==> config.mk <==
export PLATFORM = sky130hd
export DESIGN_NAME = centroid_defuzzifier
export DESIGN_NICKNAME = d
export VERILOG_FILES = /design/src/rtl/centd_pkg.sv /design/src/rtl/centroid_defuzzifier.sv
export SDC_FILE = /design/constraint.sdc
export NUM_CORES = 2
export LEC_CHECK = 0
export BUFFER_PORTS_ARGS = -buffer_cell sky130_fd_sc_hd__buf_4
export CAP_MARGIN = 20
export CORE_MARGIN = 1.5
export CORE_UTILIZATION = 50
export DETAILED_ROUTE_END_ITERATION = 12
export GPL_ROUTABILITY_DRIVEN = 0
export PLACE_DENSITY_LB_ADDON = 0.12
export SLEW_MARGIN = 20
export SYNTH_ARGS = -nofsm -noshare
export SYNTH_HDL_FRONTEND = slang
export SYNTH_SLANG_ARGS = --single-unit
==> constraint.sdc <==
create_clock -name clk -period 26.6 [get_ports clk]
set_clock_uncertainty 0.15 [all_clocks]
set_input_delay 1.33 -clock clk [delete_from_list [all_inputs] [get_ports clk]]
set_output_delay 1.33 -clock clk [all_outputs]
set_load 0.01 [all_outputs]
==> src/rtl/centd_pkg.sv <==
// Package for the centroid defuzzifier: widths, limits, register indexes
// and the sequencer state type. No dependencies.
`timescale 1ns / 1ps

package centd_pkg;

  localparam int X_W        = 16;
  localparam int Y_W        = 16;
  localparam int MAX_POINTS = 64;
  localparam int CNT_W      = $clog2(MAX_POINTS + 1);

  localparam int MOM_W  = 64;
  localparam int AREA_W = 40;
  localparam int DEN_W  = 42;

  localparam int MUL_A_W = 36;
  localparam int MUL_B_W = 18;
  localparam int PROD_W  = MUL_A_W + MUL_B_W;

  localparam int DIV_W  = 64;
  localparam int QUO_W  = 18;
  localparam int ITER_W = $clog2(QUO_W);

  localparam logic [Y_W-1:0] Y_ONE = 16'd32768;

  localparam logic [QUO_W-1:0]      SAT_POS_MAG = 18'd32767;
  localparam logic [QUO_W-1:0]      SAT_NEG_MAG = 18'd32768;
  localparam logic signed [X_W-1:0] CRISP_MAX   = 16'sh7FFF;
  localparam logic signed [X_W-1:0] CRISP_MIN   = 16'sh8000;

  localparam int CFG_IDX_W  = 2;
  localparam int CFG_DATA_W = 16;
  localparam logic [CFG_IDX_W-1:0] CFG_USE_UNIVERSE  = 2'd0;
  localparam logic [CFG_IDX_W-1:0] CFG_UNIVERSE_FROM = 2'd1;
  localparam logic [CFG_IDX_W-1:0] CFG_UNIVERSE_TO   = 2'd2;

  localparam logic signed [X_W-1:0] UNIVERSE_FROM_RST = 16'sh8000;
  localparam logic signed [X_W-1:0] UNIVERSE_TO_RST   = 16'sh7FFF;

  typedef enum logic [3:0] {
    ST_IDLE,
    ST_MUL_SQ,
    ST_MUL_W,
    ST_MUL_YS,
    ST_MUL_X3,
    ST_ACC_M,
    ST_FIN,
    ST_CHECK,
    ST_DIV,
    ST_SIGN,
    ST_LOAD
  } state_t;

endpackage

==> src/rtl/centroid_defuzzifier.sv <==
// Centroid defuzzifier for a piecewise-linear membership function.
// A point with a segment holds s_tready low while the shared 36x18 multiplier runs
// ST_MUL_SQ to ST_ACC_M (4 products, 1 accumulate); other points leave it high.
// After the last point: ST_FIN, any tail segment, ST_CHECK, then, unless <= 1 point
// or zero area, 18 divider steps and ST_SIGN; ST_LOAD waits for a free output.
// Reset (rst, synchronous) clears sums, count, output valid; registers to defaults.
`timescale 1ns / 1ps

module centroid_defuzzifier (
  input  logic                             clk,
  input  logic                             rst,
  input  logic                             s_tvalid,
  output logic                             s_tready,
  input  logic [31:0]                      s_tdata,   // x_value [15:0], y_value [31:16]
  input  logic                             s_tlast,   // last_point
  output logic                             m_tvalid,
  input  logic                             m_tready,
  output logic [15:0]                      m_tdata,   // crisp_value [15:0]
  output logic                             m_tuser,   // result_valid
  input  logic                             cfg_we,
  input  logic [centd_pkg::CFG_IDX_W-1:0]  cfg_index,
  input  logic [centd_pkg::CFG_DATA_W-1:0] cfg_data
);

  import centd_pkg::*;

  state_t state, state_next;

  logic                     use_universe;
  logic signed [X_W-1:0]    universe_from;
  logic signed [X_W-1:0]    universe_to;

  logic signed [MOM_W-1:0]  moment_sum;
  logic signed [AREA_W-1:0] area_sum;
  logic signed [X_W-1:0]    prev_x;
  logic [Y_W-1:0]           prev_y;
  logic signed [X_W-1:0]    first_x;
  logic [CNT_W-1:0]         point_count;
  logic                     in_last;
  logic                     tail_phase;

  logic signed [X_W:0]      seg_dx;
  logic [Y_W:0]             seg_ys;
  logic [Y_W+1:0]           seg_w;
  logic signed [X_W+1:0]    seg_x3;

  logic signed [PROD_W-1:0]  prod;
  logic signed [PROD_W-1:0]  prod_c;
  logic signed [MUL_A_W-1:0] mul_a;
  logic signed [MUL_B_W-1:0] mul_b;

  logic [DIV_W-1:0]         div_rem;
  logic [DIV_W-1:0]         div_ds;
  logic [QUO_W-1:0]         quo;
  logic [ITER_W-1:0]        iter;
  logic                     quo_neg;
  logic                     div_ge;

  logic signed [X_W-1:0]    res_crisp;
  logic                     res_valid;

  logic                     accept;
  logic signed [X_W-1:0]    in_x;
  logic [Y_W-1:0]           in_y_raw;
  logic [Y_W-1:0]           in_y;
  logic                     first_pt;
  logic                     room;
  logic                     head_seg;
  logic                     acc_seg;
  logic                     tail_seg;

  logic signed [X_W-1:0]    sx1;
  logic signed [X_W-1:0]    sx2;
  logic [Y_W-1:0]           sy1;
  logic [Y_W-1:0]           sy2;
  logic signed [X_W:0]      dx_c;
  logic [Y_W:0]             ys_c;
  logic [Y_W+1:0]           w_c;
  logic signed [X_W+1:0]    x3_c;

  logic signed [X_W-1:0]    xmin;
  logic signed [X_W-1:0]    xmax;
  logic signed [X_W:0]      msum;
  logic signed [X_W:0]      mid17;
  logic signed [X_W-1:0]    mid_c;
  logic signed [DEN_W-1:0]  den3;
  logic [DEN_W-1:0]         den_abs;
  logic [DIV_W-1:0]         mom_abs;
  logic signed [X_W-1:0]    sat_c;

  assign accept   = s_tvalid && s_tready;
  assign in_x     = signed'(s_tdata[X_W-1:0]);
  assign in_y_raw = s_tdata[X_W+Y_W-1:X_W];
  assign in_y     = (in_y_raw > Y_ONE) ? Y_ONE : in_y_raw;

  assign first_pt = (point_count == '0);
  assign room     = (point_count < CNT_W'(MAX_POINTS));
  assign head_seg = use_universe && (in_y != '0) && (in_x != universe_from);
  assign acc_seg  = first_pt ? head_seg : room;
  assign tail_seg = (point_count > CNT_W'(1)) && use_universe && (prev_y != '0) &&
                    (prev_x < universe_to);

  // segment end points: tail, head or ordinary
  always_comb begin
    if (state == ST_FIN) begin
      sx1 = prev_x;
      sy1 = prev_y;
      sx2 = universe_to;
      sy2 = prev_y;
    end else if (first_pt) begin
      sx1 = universe_from;
      sy1 = in_y;
      sx2 = in_x;
      sy2 = in_y;
    end else begin
      sx1 = prev_x;
      sy1 = prev_y;
      sx2 = in_x;
      sy2 = in_y;
    end
  end

  assign dx_c = {sx2[X_W-1], sx2} - {sx1[X_W-1], sx1};
  assign ys_c = {1'b0, sy1} + {1'b0, sy2};
  assign w_c  = {1'b0, sy2, 1'b0} + {2'b00, sy1};
  assign x3_c = {sx1[X_W-1], sx1, 1'b0} + {sx1[X_W-1], sx1[X_W-1], sx1};

  // bounds midpoint, rounded toward zero
  assign xmin  = use_universe ? universe_from : first_x;
  assign xmax  = use_universe ? universe_to : prev_x;
  assign msum  = {xmin[X_W-1], xmin} + {xmax[X_W-1], xmax};
  assign mid17 = msum + (X_W+1)'(msum[X_W]);
  assign mid_c = mid17[X_W:1];

  assign den3    = {{(DEN_W-AREA_W){area_sum[AREA_W-1]}}, area_sum} +
                   {{(DEN_W-AREA_W-1){area_sum[AREA_W-1]}}, area_sum, 1'b0};
  assign den_abs = area_sum[AREA_W-1] ? DEN_W'(-den3) : DEN_W'(den3);
  assign mom_abs = moment_sum[MOM_W-1] ? DIV_W'(-moment_sum) : DIV_W'(moment_sum);

  assign div_ge = (div_rem >= div_ds);

  always_comb begin
    if (quo_neg) begin
      sat_c = (quo > SAT_NEG_MAG) ? CRISP_MIN : signed'(X_W'(-quo[X_W-1:0]));
    end else begin
      sat_c = (quo > SAT_POS_MAG) ? CRISP_MAX : signed'(quo[X_W-1:0]);
    end
  end

  assign prod_c = mul_a * mul_b;

  // next state
  always_comb begin
    state_next = state;
    unique case (state)
      ST_IDLE: begin
        if (accept) begin
          state_next = acc_seg ? ST_MUL_SQ : (s_tlast ? ST_FIN : ST_IDLE);
        end
      end
      ST_MUL_SQ: state_next = ST_MUL_W;
      ST_MUL_W:  state_next = ST_MUL_YS;
      ST_MUL_YS: state_next = ST_MUL_X3;
      ST_MUL_X3: state_next = ST_ACC_M;
      ST_ACC_M: begin
        state_next = !in_last ? ST_IDLE : (tail_phase ? ST_CHECK : ST_FIN);
      end
      ST_FIN: state_next = tail_seg ? ST_MUL_SQ : ST_CHECK;
      ST_CHECK: begin
        state_next = ((point_count <= CNT_W'(1)) || (area_sum == '0)) ? ST_LOAD : ST_DIV;
      end
      ST_DIV:  state_next = (iter == '0) ? ST_SIGN : ST_DIV;
      ST_SIGN: state_next = ST_LOAD;
      ST_LOAD: begin
        if (!m_tvalid || m_tready) begin
          state_next = ST_IDLE;
        end
      end
      default: state_next = ST_IDLE;
    endcase
  end

  // sequencer outputs: handshake and multiplier operands
  always_comb begin
    s_tready = (state == ST_IDLE);
    mul_a    = '0;
    mul_b    = '0;
    unique case (state)
      ST_MUL_SQ: begin
        mul_a = {{(MUL_A_W-X_W-1){seg_dx[X_W]}}, seg_dx};
        mul_b = {{(MUL_B_W-X_W-1){seg_dx[X_W]}}, seg_dx};
      end
      ST_MUL_W: begin
        mul_a = prod[MUL_A_W-1:0];
        mul_b = signed'(seg_w);
      end
      ST_MUL_YS: begin
        mul_a = {{(MUL_A_W-X_W-1){seg_dx[X_W]}}, seg_dx};
        mul_b = signed'({1'b0, seg_ys});
      end
      ST_MUL_X3: begin
        mul_a = prod[MUL_A_W-1:0];
        mul_b = seg_x3;
      end
      default: begin
        mul_a = '0;
        mul_b = '0;
      end
    endcase
  end

  always_ff @(posedge clk) begin
    if (rst) begin
      state         <= ST_IDLE;
      use_universe  <= 1'b0;
      universe_from <= UNIVERSE_FROM_RST;
      universe_to   <= UNIVERSE_TO_RST;
      moment_sum    <= '0;
      area_sum      <= '0;
      prev_x        <= '0;
      prev_y        <= '0;
      first_x       <= '0;
      point_count   <= '0;
      in_last       <= 1'b0;
      tail_phase    <= 1'b0;
      m_tvalid      <= 1'b0;
    end else begin
      state <= state_next;

      if (cfg_we) begin
        unique case (cfg_index)
          CFG_USE_UNIVERSE:  use_universe  <= cfg_data[0];
          CFG_UNIVERSE_FROM: universe_from <= signed'(cfg_data[X_W-1:0]);
          CFG_UNIVERSE_TO:   universe_to   <= signed'(cfg_data[X_W-1:0]);
          default: ;
        endcase
      end

      // a load in the same cycle refills the output register instead
      if (m_tvalid && m_tready && (state != ST_LOAD)) begin
        m_tvalid <= 1'b0;
      end

      case (state)
        ST_IDLE: begin
          if (accept) begin
            in_last    <= s_tlast;
            tail_phase <= 1'b0;
            if (acc_seg) begin
              seg_dx <= dx_c;
              seg_ys <= ys_c;
              seg_w  <= w_c;
              seg_x3 <= x3_c;
            end
            if (first_pt) begin
              moment_sum  <= '0;
              area_sum    <= '0;
              first_x     <= in_x;
              prev_x      <= in_x;
              prev_y      <= in_y;
              point_count <= CNT_W'(1);
            end else if (room) begin
              prev_x      <= in_x;
              prev_y      <= in_y;
              point_count <= point_count + CNT_W'(1);
            end
          end
        end
        ST_MUL_SQ, ST_MUL_W: prod <= prod_c;
        ST_MUL_YS: begin
          prod       <= prod_c;
          moment_sum <= moment_sum + {{(MOM_W-PROD_W){prod[PROD_W-1]}}, prod};
        end
        ST_MUL_X3: begin
          prod     <= prod_c;
          area_sum <= area_sum + prod[AREA_W-1:0];
        end
        ST_ACC_M: begin
          moment_sum <= moment_sum + {{(MOM_W-PROD_W){prod[PROD_W-1]}}, prod};
        end
        ST_FIN: begin
          if (tail_seg) begin
            seg_dx     <= dx_c;
            seg_ys     <= ys_c;
            seg_w      <= w_c;
            seg_x3     <= x3_c;
            tail_phase <= 1'b1;
          end
        end
        ST_CHECK: begin
          res_crisp <= mid_c;
          res_valid <= (point_count <= CNT_W'(1)) ? (prev_y != '0) : 1'b0;
          div_rem   <= mom_abs;
          div_ds    <= {{(DIV_W-DEN_W-QUO_W+1){1'b0}}, den_abs, {(QUO_W-1){1'b0}}};
          quo       <= '0;
          quo_neg   <= moment_sum[MOM_W-1] ^ area_sum[AREA_W-1];
          iter      <= ITER_W'(QUO_W - 1);
        end
        ST_DIV: begin
          if (div_ge) begin
            div_rem <= div_rem - div_ds;
          end
          quo    <= {quo[QUO_W-2:0], div_ge};
          div_ds <= div_ds >> 1;
          iter   <= iter - ITER_W'(1);
        end
        ST_SIGN: begin
          res_crisp <= sat_c;
          res_valid <= 1'b1;
        end
        ST_LOAD: begin
          if (!m_tvalid || m_tready) begin
            m_tdata     <= res_crisp;
            m_tuser     <= res_valid;
            m_tvalid    <= 1'b1;
            point_count <= '0;
            moment_sum  <= '0;
            area_sum    <= '0;
          end
        end
        default: ;
      endcase
    end
  end

endmodule
==> results_tabular.tex <==
\begin{tabular}{lr}
\hline
Metric & Value \\
\hline
\multicolumn{2}{l}{\textbf{Finish}} \\
\quad Share of cells above drive strength 1 & 5.25\% \\
\quad Final instance count without filler cells & 8489 \\
\quad Layout Nets & 8031 \\
\quad Area added between synthesis and finish & 7.23\% \\
\quad Highest-count cells in the layout ignoring fill and taps & inv\_1, nand2\_1, nor2\_1 \\
\quad Most common cell after layout, fill and taps aside & inv\_1 \\
\quad ANT cells & 0 \\
\quad Final instance area & 64000 µm² \\
\multicolumn{2}{l}{\textbf{Floorplan}} \\
\quad Starting density of the core & 50.5\% \\
\quad Core Area & 118000 µm² \\
\quad Die X-Extent & 349 µm \\
\quad Number of top-level design ports & 75 \\
\quad Die area & 121000 µm² \\
\quad Vertical extent of the die & 349 µm \\
\quad Number of core rows & 126 \\
\multicolumn{2}{l}{\textbf{STA}} \\
\quad Final Setup Violations & 0 \\
\quad Worst slew margin & 22.0\% \\
\quad Actual transition at the worst max-transition pin & 1.17 ns \\
\quad Fraction of the cycle the final worst path needs & 39.8\% \\
\quad Max-slew violation count & 0 \\
\quad Setup TNS & 0 ns \\
\quad Highest clock rate & 0.0944 GHz \\
\quad RSZ-0062 raised after global routing & false \\
\quad Tmin final & 10.59 ns \\
\quad Fin. Hold Viols & 0 \\
\multicolumn{2}{l}{\textbf{Clocking}} \\
\quad Sink count of the clock tree & 504 \\
\quad Post-CTS resize count & 0 \\
\quad Clock Tree Buf Depth & 3 \\
\quad Number of buffers added to fix hold violations after cts & 0 \\
\quad Later-pin clock latency in the skew report & 0.69 ns \\
\quad TritonCTS buffer count & 61 \\
\quad CTS tree & built \\
\quad H-tree Lvls & 2 \\
\quad Post-CTS setup buffers & 0 \\
\quad Root Buffer Master & clkbuf\_16 \\
\quad Clock transition at path regs & 0.06 ns \\
\multicolumn{2}{l}{\textbf{Logic synthesis}} \\
\quad Mapped Nets & 8128 \\
\quad Fraction of the yosys area taken by sequential cells & 22.0\% \\
\quad Post-synthesis instance area & 59700 µm² \\
\quad Predominant post-synthesis flop cell & edfxtp\_1 \\
\quad Count of flip-flops with a built-in enable after synthesis & 305 \\
\quad Count of state elements after synthesis & 504 \\
\quad Post-Synthesis Mean Instance Area & 8.53 µm² \\
\quad Count of distinct cell types in the synthesized netlist & 87 \\
\quad Synthesis warning total & 0 \\
\quad Share of synthesized registers carrying an async set or reset & 0\% \\
\quad Instance count of the mapped netlist & 6997 \\
\multicolumn{2}{l}{\textbf{Global routing}} \\
\quad Global-route wire length before repair & 277 mm \\
\quad Antenna violations before repair & 3 \\
\quad Global-route usage over all layers & 29.1\% \\
\quad Pin count of the biggest net entering global routing & 146 \\
\quad Total grt overflow & 0 \\
\quad Number of global-route vias before repair & 49000 \\
\multicolumn{2}{l}{\textbf{Setup path}} \\
\quad Required time reported for the critical path endpoint & 26.83 ns \\
\quad Critical-path cell with the highest stage delay & dfxtp\_1 \\
\quad Startpoint of the worst setup timing path & state[3] \\
\quad Critical Path Start Type & register \\
\quad Largest incremental delay on the critical path & 0.88 ns \\
\quad Most numerous cell on the critical path & fa\_1 \\
\quad Crit path max fanout & 36 \\
\quad Endpoint kind of the worst setup timing path & register \\
\quad Launch point of the worst reg-to-reg path & state[3] \\
\quad Worst setup path category & reg -> reg \\
\quad Worst endpoint data arrival time & 10.82 ns \\
\multicolumn{2}{l}{\textbf{Min path}} \\
\quad Hold WC Path Type & reg -> reg \\
\quad Hold Crit Start & res\_crisp[9] \\
\multicolumn{2}{l}{\textbf{Routing}} \\
\quad Via count & 49100 \\
\quad Routed wire length & 175 mm \\
\quad Residual antenna-violating net count after detailed routing & 0 \\
\quad Drt via density & 5.79 \\
\quad Wire per inst & 20.7 µm \\
\quad Violation count after the first detailed-routing iteration & 4007 \\
\quad Post-detailed-route DRC marker count & 0 \\
\quad Number of iterations in the first detailed-routing pass & 6 \\
\multicolumn{2}{l}{\textbf{Place}} \\
\quad Placed cell count & 8373 \\
\quad PortBufs & 74 \\
\quad HPWL after DPL & 140 mm \\
\quad Post-place instance area & 61700 µm² \\
\multicolumn{2}{l}{\textbf{Power}} \\
\quad Power per Cell Area & 137 nW/µm² \\
\quad Static Leakage & 28.6 nW \\
\quad Peak supply drop & 102 µV \\
\quad Power after layout & 8.76 mW \\
\multicolumn{2}{l}{\textbf{Flow run}} \\
\quad Max Cap Violations & 0 \\
\multicolumn{2}{l}{\textbf{Outcome}} \\
\quad Status & finished, final reports clean \\
\hline
\end{tabular}
[layout make-up]
| class | count | area (µm²) |
|---|---|---|
| fillers | 11100 | 54200 |
| multi-input cells | 5243 | 42000 |
| flip-flops and latches | 504 | 13100 |
| inverters | 952 | 3570 |
| well taps | 1536 | 1920 |
| clock buffers | 78 | 1780 |
| repair buffers | 138 | 1060 |
| clock inverters | 38 | 478 |
[worst paths after layout]
kind | slack (ns) | depth (start not counted) | endpoint
worst max-delay path | 16.01 | 30 | prod[53]
worst min-delay path | 0.24 | 0 | m_tdata[9]
worst max register to register | 16.01 | 30 | prod[53]
worst min register to register | 0.24 | 0 | m_tdata[9]
[cell families (layout without fill, tap and decap cells)]
family | count (synthesis) | count (layout) | synth area share [%]
xor+xnor | 424 | 424 | 6.22
compound gates | 1496 | 1496 | 16.0
fa+ha+maj | 1075 | 1075 | 30.4
flops | 504 | 504 | 22.0
simple gates | 2165 | 2165 | 16.0
mux | 83 | 83 | 1.49
buf+inv | 1250 | 1206 | 7.86
[registers in the layout (all words and copies together) (netlist names), 4 cells and up]
name and flops:
div_rem 64, moment_sum 64, div_ds 59, prod 54, area_sum 40, quo 18, seg_w 18, seg_x3 18
seg_dx 17, seg_ys 17, first_x 16, m_tdata 16, prev_x 16, prev_y 16, res_crisp 16, universe_from 16
universe_to 16, point_count 7, iter 5, state 4
[critical path, delay by kind of cell (launching register included)]
kind                     cells  cell delay [ns]
adder cells (fa/ha/maj)      7             3.24
AO/OA/AOI/OAI               10             2.64
AND/OR/NAND/NOR              6             1.92
buffers and inverters        6             1.34
flip-flops                   1             0.88
XOR/XNOR                     1             0.13
[report_power, final]
| group | switching [mW] | leakage, nW | total [mW] | internal [mW] |
|---|---|---|---|---|
| logic | 4.11 | 23.0 | 6.46 | 2.35 |
| registers | 0.219 | 4.43 | 1.36 | 1.14 |
| clock network | 0.373 | 1.10 | 0.935 | 0.561 |
| total | 4.71 | 28.6 | 8.76 | 4.05 |
[synthesized netlist by cell type (28+ instances only)]
cell type,count,area share (%)
a211o_1,30,0.44
a21o_1,174,2.2
a21oi_1,490,4.1
a22o_1,34,0.50
a22oi_1,36,0.45
a31oi_1,61,0.64
and2_1,52,0.54
and3_1,40,0.42
clkbuf_1,270,1.7
dfxtp_1,199,6.7
edfxtp_1,305,15
fa_1,626,21
ha_1,449,9.4
inv_1,951,6.0
mux2_2,49,0.92
mux2i_1,34,0.57
nand2_1,903,5.7
nand2b_1,43,0.45
nand3_1,137,1.1
nand4_1,54,0.57
nor2_1,647,4.1
nor2b_1,48,0.50
nor3_1,77,0.65
nor4_1,28,0.29
o21a_1,42,0.53
o21ai_0,284,2.4
o21bai_1,48,0.60
o31ai_1,51,0.64
or3_1,41,0.43
xnor2_1,293,4.3
xor2_1,131,1.9
[metrics by stage]
step / hold slack [ns] / utilization (%) / worst slack (ns)
2_1_floorplan: 0.250 / - / 15.29
3_3_place_gp: 0.254 / 52.2 / 16.29
3_5_place_dp: 0.255 / 52.2 / 16.12
4_1_cts: 0.238 / 54.1 / 16.09
5_1_grt: 0.231 / 54.1 / 15.56
6_report: 0.238 / 54.1 / 16.01
[layer usage]
layer  share of wire (%)  GRT usage, %  routed length, µm  vias up
met1                  45          41.0              78800    23900
met3                 7.9          5.29              13800      314
li1                    -             -                  -    23300
met5               0.015             0                 27        -
met4                 3.7          9.98               6550        4
met2                  43          45.0              76200     1666
No activity file was read; power rests on OpenSTA's default activity.
